===== src/sv/i2cm_pkg.sv =====
package i2cm_pkg;

    // Bits in one transferred byte and the width of the bit counter.
    localparam int unsigned BYTE_BITS = 8;
    localparam int unsigned BIT_CNT_W = 4;

    // Command codes carried by a request.
    typedef enum logic [2:0] {
        CMD_NONE  = 3'd0,
        CMD_START = 3'd1,
        CMD_STOP  = 3'd2,
        CMD_WRITE = 3'd3,
        CMD_READ  = 3'd4,
        CMD_WACK  = 3'd5,
        CMD_ACK   = 3'd6,
        CMD_NACK  = 3'd7
    } cmd_t;

    // Configuration register indexes.
    localparam logic [2:0] REG_BUS_FREE   = 3'd0;
    localparam logic [2:0] REG_START_HOLD = 3'd1;
    localparam logic [2:0] REG_SCL_LOW    = 3'd2;
    localparam logic [2:0] REG_SCL_HIGH   = 3'd3;
    localparam logic [2:0] REG_STOP       = 3'd4;
    localparam logic [2:0] REG_DATA_SETUP = 3'd5;
    localparam logic [2:0] REG_ACK_TMO    = 3'd6;

    // Configuration reset values.
    localparam logic [15:0] RST_BUS_FREE   = 16'd10;
    localparam logic [15:0] RST_START_HOLD = 16'd10;
    localparam logic [15:0] RST_SCL_LOW    = 16'd20;
    localparam logic [15:0] RST_SCL_HIGH   = 16'd20;
    localparam logic [15:0] RST_STOP       = 16'd10;
    localparam logic [15:0] RST_DATA_SETUP = 16'd10;
    localparam logic [7:0]  RST_ACK_TMO    = 8'd250;

    // Bus sequencer phases.
    typedef enum logic [13:0] {
        PH_IDLE    = 14'b00000000000001,
        PH_ST_BUF  = 14'b00000000000010,
        PH_ST_HOLD = 14'b00000000000100,
        PH_SP_LOW  = 14'b00000000001000,
        PH_W_SETUP = 14'b00000000010000,
        PH_W_HIGH  = 14'b00000000100000,
        PH_W_LOW   = 14'b00000001000000,
        PH_R_LOW   = 14'b00000010000000,
        PH_R_HIGH  = 14'b00000100000000,
        PH_A_SETUP = 14'b00001000000000,
        PH_A_HIGH  = 14'b00010000000000,
        PH_A_POLL  = 14'b00100000000000,
        PH_K_LOW   = 14'b01000000000000,
        PH_K_HIGH  = 14'b10000000000000
    } phase_t;

    // Classified command, one flag per kind.
    typedef struct packed {
        logic start;
        logic stop;
        logic wr;
        logic rd;
        logic wack;
        logic ack;
        logic nack;
    } cmd_kind_t;

    // Request as it travels from the front to the engine.
    typedef struct packed {
        cmd_kind_t   kind;
        logic [7:0]  tx_byte;
        logic        sda_in;
    } item_t;

    // Result of one tick.
    typedef struct packed {
        logic        scl;
        logic        sda_out;
        logic        sda_drive;
        logic        busy_res;
        logic        done_res;
        logic [7:0]  rx_byte;
        logic        ack_error;
    } result_t;

    // Handshake between the request queue and the engine.
    typedef struct packed {
        logic valid;
        logic take;
    } link_t;

endpackage


===== src/sv/i2cm_fifo.sv =====
module i2cm_fifo #(
    parameter int unsigned WIDTH = 8,
    parameter int unsigned DEPTH = 2
) (
    input  logic             clk,
    input  logic             rst_n,
    input  logic             wr_en,
    input  logic [WIDTH-1:0] wr_data,
    output logic             full,
    input  logic             rd_en,
    output logic [WIDTH-1:0] rd_data,
    output logic             empty
);

    localparam int unsigned AW = (DEPTH > 1) ? $clog2(DEPTH) : 1;
    localparam int unsigned CW = $clog2(DEPTH + 1);
    localparam logic [AW-1:0] LAST = AW'(DEPTH - 1);
    localparam logic [CW-1:0] FULL_CNT = CW'(DEPTH);

    logic [WIDTH-1:0] mem [DEPTH];
    logic [AW-1:0]    wr_ptr_reg;
    logic [AW-1:0]    rd_ptr_reg;
    logic [CW-1:0]    count_reg;
    logic             do_wr;
    logic             do_rd;

    assign full    = (count_reg == FULL_CNT);
    assign empty   = (count_reg == '0);
    assign do_wr   = wr_en && !full;
    assign do_rd   = rd_en && !empty;
    assign rd_data = mem[rd_ptr_reg];

    // Storage entries.
    always_ff @(posedge clk) begin
        if (do_wr) begin
            mem[wr_ptr_reg] <= wr_data;
        end
    end

    // Pointers and fill count.
    always_ff @(posedge clk or negedge rst_n) begin
        if (!rst_n) begin
            wr_ptr_reg <= '0;
            rd_ptr_reg <= '0;
            count_reg  <= '0;
        end
        else begin
            if (do_wr) begin
                wr_ptr_reg <= (wr_ptr_reg == LAST) ? '0 : wr_ptr_reg + AW'(1);
            end
            if (do_rd) begin
                rd_ptr_reg <= (rd_ptr_reg == LAST) ? '0 : rd_ptr_reg + AW'(1);
            end
            if (do_wr && !do_rd) begin
                count_reg <= count_reg + CW'(1);
            end
            else if (do_rd && !do_wr) begin
                count_reg <= count_reg - CW'(1);
            end
        end
    end

endmodule


===== src/sv/i2cm_front.sv =====
module i2cm_front #(
    parameter int unsigned DEPTH = 2
) (
    input  logic               clk,
    input  logic               rst_n,
    input  logic               push,
    output logic               full,
    input  logic [2:0]         cmd,
    input  logic [7:0]         tx_byte,
    input  logic               sda_in,
    output i2cm_pkg::link_t    link_out,
    input  i2cm_pkg::link_t    link_in,
    output i2cm_pkg::item_t    item
);

    i2cm_pkg::item_t     item_in;
    i2cm_pkg::cmd_kind_t kind;
    logic                empty;

    // Classify the command code into one flag per kind.
    always_comb begin
        kind = '0;
        case (i2cm_pkg::cmd_t'(cmd))
            i2cm_pkg::CMD_NONE:  kind = '0;
            i2cm_pkg::CMD_START: kind.start = 1'b1;
            i2cm_pkg::CMD_STOP:  kind.stop = 1'b1;
            i2cm_pkg::CMD_WRITE: kind.wr = 1'b1;
            i2cm_pkg::CMD_READ:  kind.rd = 1'b1;
            i2cm_pkg::CMD_WACK:  kind.wack = 1'b1;
            i2cm_pkg::CMD_ACK:   kind.ack = 1'b1;
            i2cm_pkg::CMD_NACK:  kind.nack = 1'b1;
            default:             kind = '0;
        endcase
    end

    assign item_in.kind    = kind;
    assign item_in.tx_byte = tx_byte;
    assign item_in.sda_in  = sda_in;

    // Queue of classified requests in front of the engine.
    i2cm_fifo #(
        .WIDTH ($bits(i2cm_pkg::item_t)),
        .DEPTH (DEPTH)
    ) u_req_q (
        .clk     (clk),
        .rst_n   (rst_n),
        .wr_en   (push),
        .wr_data (item_in),
        .full    (full),
        .rd_en   (link_in.take),
        .rd_data (item),
        .empty   (empty)
    );

    assign link_out.valid = !empty;
    assign link_out.take  = link_in.take;

endmodule


===== src/sv/i2cm_engine.sv =====
module i2cm_engine #(
    parameter int unsigned COUNT_WIDTH = 16
) (
    input  logic                clk,
    input  logic                rst_n,
    input  logic                cfg_we,
    input  logic [2:0]          cfg_index,
    input  logic [15:0]         cfg_data,
    input  i2cm_pkg::link_t     link_in,
    output i2cm_pkg::link_t     link_out,
    input  i2cm_pkg::item_t     item,
    input  logic                res_full,
    output logic                res_push,
    output i2cm_pkg::result_t   res
);

    localparam logic [31:0] CNT_MAX = 32'hFFFF_FFFF >> (32 - COUNT_WIDTH);
    localparam logic [i2cm_pkg::BIT_CNT_W-1:0] LAST_BIT =
        i2cm_pkg::BIT_CNT_W'(i2cm_pkg::BYTE_BITS);

    // Clamp a delay register to the counter range, with zero taken as one tick.
    function automatic logic [COUNT_WIDTH-1:0] load_ticks(input logic [15:0] v);
        logic [31:0] t;
        t = {16'd0, v};
        if (t > CNT_MAX) begin
            t = CNT_MAX;
        end
        if (t == 32'd0) begin
            t = 32'd1;
        end
        return t[COUNT_WIDTH-1:0];
    endfunction

    // Configuration registers.
    logic [15:0] bus_free_reg;
    logic [15:0] start_hold_reg;
    logic [15:0] scl_low_reg;
    logic [15:0] scl_high_reg;
    logic [15:0] stop_reg;
    logic [15:0] data_setup_reg;
    logic [7:0]  ack_tmo_reg;

    // Engine state.
    i2cm_pkg::phase_t                phase_reg, phase_next;
    logic [i2cm_pkg::BIT_CNT_W-1:0]  bit_count_reg, bit_count_next;
    logic [7:0]                      shift_reg, shift_next;
    logic [COUNT_WIDTH-1:0]          delay_reg, delay_next;
    logic [7:0]                      poll_reg, poll_next;
    logic                            scl_reg, scl_next;
    logic                            sda_reg, sda_next;
    logic                            drive_reg, drive_next;
    logic [7:0]                      rx_reg, rx_next;
    logic                            error_reg, error_next;

    logic                            take;
    logic                            done;
    logic [COUNT_WIDTH-1:0]          delay_dec;
    logic [i2cm_pkg::BIT_CNT_W-1:0]  bit_inc;
    logic [8:0]                      poll_inc;

    assign take           = link_in.valid && !res_full;
    assign link_out.valid = link_in.valid;
    assign link_out.take  = take;
    assign res_push       = take;

    assign delay_dec = (delay_reg != '0) ? delay_reg - COUNT_WIDTH'(1) : delay_reg;
    assign bit_inc   = bit_count_reg + i2cm_pkg::BIT_CNT_W'(1);
    assign poll_inc  = {1'b0, poll_reg} + 9'd1;

    // Configuration writes.
    always_ff @(posedge clk or negedge rst_n) begin
        if (!rst_n) begin
            bus_free_reg   <= i2cm_pkg::RST_BUS_FREE;
            start_hold_reg <= i2cm_pkg::RST_START_HOLD;
            scl_low_reg    <= i2cm_pkg::RST_SCL_LOW;
            scl_high_reg   <= i2cm_pkg::RST_SCL_HIGH;
            stop_reg       <= i2cm_pkg::RST_STOP;
            data_setup_reg <= i2cm_pkg::RST_DATA_SETUP;
            ack_tmo_reg    <= i2cm_pkg::RST_ACK_TMO;
        end
        else if (cfg_we) begin
            case (cfg_index)
                i2cm_pkg::REG_BUS_FREE:   bus_free_reg   <= cfg_data;
                i2cm_pkg::REG_START_HOLD: start_hold_reg <= cfg_data;
                i2cm_pkg::REG_SCL_LOW:    scl_low_reg    <= cfg_data;
                i2cm_pkg::REG_SCL_HIGH:   scl_high_reg   <= cfg_data;
                i2cm_pkg::REG_STOP:       stop_reg       <= cfg_data;
                i2cm_pkg::REG_DATA_SETUP: data_setup_reg <= cfg_data;
                i2cm_pkg::REG_ACK_TMO:    ack_tmo_reg    <= cfg_data[7:0];
                default: ;
            endcase
        end
    end

    // Next state for one tick.
    always_comb begin
        phase_next     = phase_reg;
        bit_count_next = bit_count_reg;
        shift_next     = shift_reg;
        delay_next     = delay_reg;
        poll_next      = poll_reg;
        scl_next       = scl_reg;
        sda_next       = sda_reg;
        drive_next     = drive_reg;
        rx_next        = rx_reg;
        error_next     = error_reg;
        done           = 1'b0;

        if (take) begin
            case (phase_reg)
                // Idle: start a new command.
                i2cm_pkg::PH_IDLE: begin
                    if (item.kind.start) begin
                        drive_next = 1'b1;
                        sda_next   = 1'b1;
                        scl_next   = 1'b1;
                        phase_next = i2cm_pkg::PH_ST_BUF;
                        delay_next = load_ticks(bus_free_reg);
                    end
                    else if (item.kind.stop) begin
                        drive_next = 1'b1;
                        scl_next   = 1'b0;
                        sda_next   = 1'b0;
                        phase_next = i2cm_pkg::PH_SP_LOW;
                        delay_next = load_ticks(stop_reg);
                    end
                    else if (item.kind.wr) begin
                        drive_next     = 1'b1;
                        scl_next       = 1'b0;
                        bit_count_next = '0;
                        sda_next       = item.tx_byte[7];
                        shift_next     = {item.tx_byte[6:0], 1'b0};
                        phase_next     = i2cm_pkg::PH_W_SETUP;
                        delay_next     = load_ticks(data_setup_reg);
                    end
                    else if (item.kind.rd) begin
                        drive_next     = 1'b0;
                        scl_next       = 1'b0;
                        shift_next     = '0;
                        bit_count_next = '0;
                        phase_next     = i2cm_pkg::PH_R_LOW;
                        delay_next     = load_ticks(scl_low_reg);
                    end
                    else if (item.kind.wack) begin
                        sda_next   = 1'b1;
                        phase_next = i2cm_pkg::PH_A_SETUP;
                        delay_next = load_ticks(data_setup_reg);
                    end
                    else if (item.kind.ack || item.kind.nack) begin
                        scl_next   = 1'b0;
                        drive_next = 1'b1;
                        sda_next   = item.kind.nack;
                        phase_next = i2cm_pkg::PH_K_LOW;
                        delay_next = load_ticks(scl_low_reg);
                    end
                end

                // Acknowledge polling: a low sample ends it, high samples count.
                i2cm_pkg::PH_A_POLL: begin
                    if (!item.sda_in) begin
                        scl_next   = 1'b0;
                        error_next = 1'b0;
                        phase_next = i2cm_pkg::PH_IDLE;
                        delay_next = '0;
                        done       = 1'b1;
                    end
                    else if (poll_inc > {1'b0, ack_tmo_reg}) begin
                        error_next = 1'b1;
                        phase_next = i2cm_pkg::PH_IDLE;
                        delay_next = '0;
                        done       = 1'b1;
                    end
                    else begin
                        poll_next = poll_inc[7:0];
                    end
                end

                // Timed phases: count down, then move on.
                default: begin
                    delay_next = delay_dec;
                    if (delay_dec == '0) begin
                        case (phase_reg)
                            i2cm_pkg::PH_ST_BUF: begin
                                sda_next   = 1'b0;
                                phase_next = i2cm_pkg::PH_ST_HOLD;
                                delay_next = load_ticks(start_hold_reg);
                            end
                            i2cm_pkg::PH_ST_HOLD: begin
                                scl_next   = 1'b0;
                                phase_next = i2cm_pkg::PH_IDLE;
                                done       = 1'b1;
                            end
                            i2cm_pkg::PH_SP_LOW: begin
                                scl_next   = 1'b1;
                                sda_next   = 1'b1;
                                phase_next = i2cm_pkg::PH_IDLE;
                                done       = 1'b1;
                            end
                            i2cm_pkg::PH_W_SETUP: begin
                                scl_next   = 1'b1;
                                phase_next = i2cm_pkg::PH_W_HIGH;
                                delay_next = load_ticks(scl_high_reg);
                            end
                            i2cm_pkg::PH_W_HIGH: begin
                                scl_next   = 1'b0;
                                phase_next = i2cm_pkg::PH_W_LOW;
                                delay_next = load_ticks(scl_low_reg);
                            end
                            i2cm_pkg::PH_W_LOW: begin
                                bit_count_next = bit_inc;
                                if (bit_inc >= LAST_BIT) begin
                                    phase_next = i2cm_pkg::PH_IDLE;
                                    done       = 1'b1;
                                end
                                else begin
                                    sda_next   = shift_reg[7];
                                    shift_next = {shift_reg[6:0], 1'b0};
                                    phase_next = i2cm_pkg::PH_W_SETUP;
                                    delay_next = load_ticks(data_setup_reg);
                                end
                            end
                            i2cm_pkg::PH_R_LOW: begin
                                scl_next   = 1'b1;
                                shift_next = {shift_reg[6:0], item.sda_in};
                                phase_next = i2cm_pkg::PH_R_HIGH;
                                delay_next = load_ticks(scl_high_reg);
                            end
                            i2cm_pkg::PH_R_HIGH: begin
                                bit_count_next = bit_inc;
                                if (bit_inc >= LAST_BIT) begin
                                    rx_next    = shift_reg;
                                    phase_next = i2cm_pkg::PH_IDLE;
                                    done       = 1'b1;
                                end
                                else begin
                                    scl_next   = 1'b0;
                                    phase_next = i2cm_pkg::PH_R_LOW;
                                    delay_next = load_ticks(scl_low_reg);
                                end
                            end
                            i2cm_pkg::PH_A_SETUP: begin
                                drive_next = 1'b0;
                                scl_next   = 1'b1;
                                phase_next = i2cm_pkg::PH_A_HIGH;
                                delay_next = load_ticks(scl_high_reg);
                            end
                            i2cm_pkg::PH_A_HIGH: begin
                                poll_next  = '0;
                                phase_next = i2cm_pkg::PH_A_POLL;
                            end
                            i2cm_pkg::PH_K_LOW: begin
                                scl_next   = 1'b1;
                                phase_next = i2cm_pkg::PH_K_HIGH;
                                delay_next = load_ticks(scl_high_reg);
                            end
                            i2cm_pkg::PH_K_HIGH: begin
                                scl_next   = 1'b0;
                                phase_next = i2cm_pkg::PH_IDLE;
                                done       = 1'b1;
                            end
                            default: begin
                                phase_next = i2cm_pkg::PH_IDLE;
                                delay_next = '0;
                                done       = 1'b1;
                            end
                        endcase
                    end
                end
            endcase
        end
    end

    // Result of this tick, built from the updated state.
    assign res.scl       = scl_next;
    assign res.sda_out   = sda_next;
    assign res.sda_drive = drive_next;
    assign res.busy_res  = (phase_next != i2cm_pkg::PH_IDLE);
    assign res.done_res  = done;
    assign res.rx_byte   = rx_next;
    assign res.ack_error = error_next;

    // State registers.
    always_ff @(posedge clk or negedge rst_n) begin
        if (!rst_n) begin
            phase_reg     <= i2cm_pkg::PH_IDLE;
            bit_count_reg <= '0;
            shift_reg     <= '0;
            delay_reg     <= '0;
            poll_reg      <= '0;
            scl_reg       <= 1'b1;
            sda_reg       <= 1'b1;
            drive_reg     <= 1'b1;
            rx_reg        <= '0;
            error_reg     <= 1'b0;
        end
        else begin
            phase_reg     <= phase_next;
            bit_count_reg <= bit_count_next;
            shift_reg     <= shift_next;
            delay_reg     <= delay_next;
            poll_reg      <= poll_next;
            scl_reg       <= scl_next;
            sda_reg       <= sda_next;
            drive_reg     <= drive_next;
            rx_reg        <= rx_next;
            error_reg     <= error_next;
        end
    end

endmodule


===== src/sv/i2c_master_bit_engine.sv =====
// A request accepted into the request queue is taken by the engine once the result queue
// has room, and its result enters the result queue as it is taken, ready to be popped.
// Throughput: one request per cycle while the result queue is not full, one result per request,
// from the bus sequencer between a two-entry request queue and a two-entry result queue.
// Reset (rst_n low, asynchronous): queues empty, configuration at defaults,
// sequencer idle with SCL, SDA and SDA drive high.
module i2c_master_bit_engine #(
    parameter int unsigned COUNT_WIDTH = 16
) (
    input  logic        clk,
    input  logic        rst_n,
    input  logic        cfg_we,
    input  logic [2:0]  cfg_index,
    input  logic [15:0] cfg_data,
    input  logic        push,
    output logic        full,
    input  logic [2:0]  cmd,
    input  logic [7:0]  tx_byte,
    input  logic        sda_in,
    input  logic        pop,
    output logic        empty,
    output logic        scl,
    output logic        sda_out,
    output logic        sda_drive,
    output logic        busy_res,
    output logic        done_res,
    output logic [7:0]  rx_byte,
    output logic        ack_error
);

    localparam int unsigned QUEUE_DEPTH = 2;

    i2cm_pkg::link_t   req_link;
    i2cm_pkg::link_t   eng_link;
    i2cm_pkg::item_t   item;
    i2cm_pkg::result_t res_in;
    i2cm_pkg::result_t res_out;
    logic              res_full;
    logic              res_push;

    // Front: accepts and classifies requests.
    i2cm_front #(
        .DEPTH (QUEUE_DEPTH)
    ) u_front (
        .clk      (clk),
        .rst_n    (rst_n),
        .push     (push),
        .full     (full),
        .cmd      (cmd),
        .tx_byte  (tx_byte),
        .sda_in   (sda_in),
        .link_out (req_link),
        .link_in  (eng_link),
        .item     (item)
    );

    // Back: the timed bus sequencer.
    i2cm_engine #(
        .COUNT_WIDTH (COUNT_WIDTH)
    ) u_engine (
        .clk       (clk),
        .rst_n     (rst_n),
        .cfg_we    (cfg_we),
        .cfg_index (cfg_index),
        .cfg_data  (cfg_data),
        .link_in   (req_link),
        .link_out  (eng_link),
        .item      (item),
        .res_full  (res_full),
        .res_push  (res_push),
        .res       (res_in)
    );

    // Result queue toward the consumer.
    i2cm_fifo #(
        .WIDTH ($bits(i2cm_pkg::result_t)),
        .DEPTH (QUEUE_DEPTH)
    ) u_res_q (
        .clk     (clk),
        .rst_n   (rst_n),
        .wr_en   (res_push),
        .wr_data (res_in),
        .full    (res_full),
        .rd_en   (pop),
        .rd_data (res_out),
        .empty   (empty)
    );

    assign scl       = res_out.scl;
    assign sda_out   = res_out.sda_out;
    assign sda_drive = res_out.sda_drive;
    assign busy_res  = res_out.busy_res;
    assign done_res  = res_out.done_res;
    assign rx_byte   = res_out.rx_byte;
    assign ack_error = res_out.ack_error;

endmodule


===== config.mk =====
export PLATFORM = sky130hd
export DESIGN_NAME = i2c_master_bit_engine
export DESIGN_NICKNAME = d
export VERILOG_FILES = /design/src/sv/i2cm_pkg.sv /design/src/sv/i2cm_fifo.sv /design/src/sv/i2cm_front.sv /design/src/sv/i2cm_engine.sv /design/src/sv/i2c_master_bit_engine.sv
export SDC_FILE = /design/constraint.sdc
export NUM_CORES = 1
export LEC_CHECK = 0
export BUFFER_PORTS_ARGS = -buffer_cell sky130_fd_sc_hd__buf_2
export CORE_AREA = 2 2 151 153
export CTS_CLUSTER_DIAMETER = 30
export DETAILED_ROUTE_END_ITERATION = 8
export DIE_AREA = 0 0 153 155
export HOLD_SLACK_MARGIN = 0.05
export PLACE_DENSITY_LB_ADDON = 0.1
export SLEW_MARGIN = 5
export SYNTH_ARGS = -nofsm -noshare
export SYNTH_HDL_FRONTEND = slang
export SYNTH_SLANG_ARGS = --single-unit

===== constraint.sdc =====
create_clock -name clk -period 3.65 [get_ports clk]
set_clock_uncertainty 0.2 [all_clocks]
set_input_delay 0.73 -clock clk [delete_from_list [all_inputs] [get_ports clk]]
set_output_delay 0.73 -clock clk [all_outputs]
set_load 0.01 [all_outputs]

==> metrics.cfg <==
[clocking]
cts_buffers = 47
clk_pin_slew_ns = 0.05
cts_tree = done
cts-root-buf = clkbuf_16
clock_latency_ns = 0.53
cts.path.max_buffers = 3
cts_sinks = 234
htree_num_levels = 2

[place]
portBuffers = 51
dp_hpwl_um = 25200
place_congestion = 0.960
dp.cells = 1480

[drt]
dr.pass1.iters = 6
detail_route.vias_per_cell = 6.19
vias = 9748
drc = 0
drtIter0Drc = 881
wl_per_cell_um = 21.9
drt_wl_total_um = 34500
ant_nets = 0

[yosys]
synth-seq-area-share_pct = 51.0
async_reset_ff_share_pct = 74.4
synth_nets = 1131
avgSynthCellArea_sq_um = 11.2
syn-cell-area_sq_mm = 0.0121
yosysTopAreaCell = dfrtp_1
yosysWarnings = 0
syn_inst = 1082
yosysTopAreaCellShare_pct = 31.4
synth-seq-cells = 234
synth-edff-count = 60
synth_area_leaders = dfrtp_1 (31%), edfxtp_1 (15%), mux2_2 (13%)
synth_ff_type = dfrtp_1
yosysUniqueCellTypes = 76

[timing]
setup_ws_ns = -0.00607
slew_headroom_pct = 34.8
finalCriticalPeriod_ns = 3.66
tightestPinTransition_ns = 0.976
setup_viol = 2
period_share_pct = 100
hold_violations = 0
fmax_mhz = 274
tns_ns = -0.0121
rsz0062_at_grt = yes
slew_violations = 0

[global_route]
met2_usage_pct = 43.4
grt_max_degree = 70
grtUsageMet1_pct = 45.4
grt_pass1_vias = 9587
grt_util_met3_pct = 5.46
grt_usage_pct = 29.5
antenna_found_initial = 0
grt-ovfl-total = 0
grt_pass1_wl_um = 55100
top_usage_layer = met1

[final_layout]
regMostFlops = u_front.u_req_q.mem
antennaDiodeCount = 0
final_nets = 1299
largest_register_ffs = 32
area_growth_pct = 25.7
final_cells = 1574
drive_gt1_share_pct = 35.6
reg_top3 = u_front.u_req_q.mem x32, u_res_q.mem x28

[worst_setup_path]
endpoint_kind = register
arrival_ns = 3.70
cp_data_required_time_ns = 3.69
worstSetupPathType = register to register
worst-path-max-fanout = 5
critPathLaunch = u_engine.delay_reg[14]
reg2reg_from = u_engine.delay_reg[14]
worstSetupStartpointType = register

[power]
vdd_drop_max_uv = 696
leakage_uw = 0.00650
p_per_area_mw_per_mm2 = 820

[die]
io-pin-count = 52
fp.dieW_um = 153
die_h_um = 155
start_util_pct = 54.5
dieArea_sq_mm = 0.0237
core_area_sq_mm = 0.0222
rows = 55

[hold_path]
min_path_type = primary input to register
hold_start = sda_in

[run]
drv_cap = 0

[status]
status = finished with violations
violations = negative setup slack

path summary, 6_finish.rpt:
kind                                               to  slack [ns]  cells past startpoint
hold reg to reg            u_front.u_req_q.wr_ptr_reg        0.30                      1
min in group asynchronous        u_engine.poll_reg[3]        0.58                      2
setup reg to reg                   u_res_q.mem[0][10]      -0.006                      9
max in group asynchronous    u_engine.bus_free_reg[8]        1.71                      3
setup / recovery                   u_res_q.mem[0][10]      -0.006                      9
hold / removal              u_front.u_req_q.mem[0][0]        0.19                      1
layer usage:
metal,routed length [um],part of all wire (%)
met1,16200,47
met2,15200,44
met4,639,1.9
met3,2470,7.2
met5,0,0
critical path, cell delays in order, from the launching register on:
cell and delay (ns):
dfrtp_1 0.37, or4_4 0.60, or3_4 0.42, o31a_1 0.27, nand4b_4 0.21, or4_4 0.56, mux2i_1 0.18, o311a_1 0.21
o211a_1 0.18, nand4b_1 0.15
layout make-up:
type | count | area, sq um
clock buffers | 62 | 1310
flip-flops and latches | 234 | 6180
multi-input cells | 774 | 5850
clock inverters | 26 | 248
repair buffers | 170 | 1190
fillers | 1679 | 7000
well taps | 285 | 357
inverters | 23 | 86.3
cell families after synthesis:
family / after synthesis / share of synthesized area, %
simple gates: 348 / 15.3
flops: 234 / 51.0
compound gates: 211 / 12.0
mux: 181 / 16.4
buf+inv: 74 / 2.42
xor+xnor: 21 / 1.52
fa+ha+maj: 13 / 1.34
timing repair:
item	in CTS	in global routing
buffers inserted	0	5
resized for setup	5	27
hold endpoints to repair	36	0
setup endpoints to repair	7	50
hold buffers	1	0
pin swaps	0	8
synthesized netlist by cell type (7+ instances only):
library cell,instances
nor3_1,34
nand4b_1,7
dfstp_2,22
a222oi_1,12
a221oi_1,19
nor3b_1,14
nand4_1,14
nor4_1,32
xor2_1,8
or3_1,14
o21ai_0,49
edfxtp_1,60
mux2_2,141
a21oi_1,40
nor2_1,73
a211oi_1,8
dfrtp_1,152
ha_1,13
o31ai_1,19
xnor2_1,13
mux2i_1,39
inv_1,23
nand2_1,86
nand2b_1,8
nand3_1,19
clkbuf_1,44
power breakdown:
part,internal [uW],leakage [uW],total [uW],switching (uW)
registers,3490,0.00269,4030,545
clock network,2750,0.000768,4130,1380
logic,1910,0.00304,4330,2420
through the flow:
step	utilization [%]	setup slack (ns)	total power, uW	cell area (sq um)	hold slack (ns)
global route	68.5	-0.0936	13100	15200	0.174
CTS	67.8	0.00553	12300	15100	0.165
global placement	60.6	-0.0110	8070	13500	0.275
detailed placement	60.6	-0.0909	8120	13500	0.289
finish	68.5	-0.00607	12500	15200	0.187
floorplan	-	0.0452	6420	12100	0.234
cells in the final DEF, fill, tap and decap left out, drive strengths merged, types with 14 or more instances in the layout:
master  Yosys  routed
inv        23      28
nor3b      14      14
or3        15      15
clkbuf     44      62
nand4      14      14
edfxtp     60      60
o31ai      19      19
nor3       35      35
clkinv      0      15
mux2i      39      39
a21oi      41      41
o21ai      53      53
dfrtp     152     152
mux2      142     142
nand2      87      87
nor4       34      34
buf         7     169
dfstp      22      22
nand3      19      19
nor2       73      73
a221oi     19      19
(Power assumes the default switching activity.)
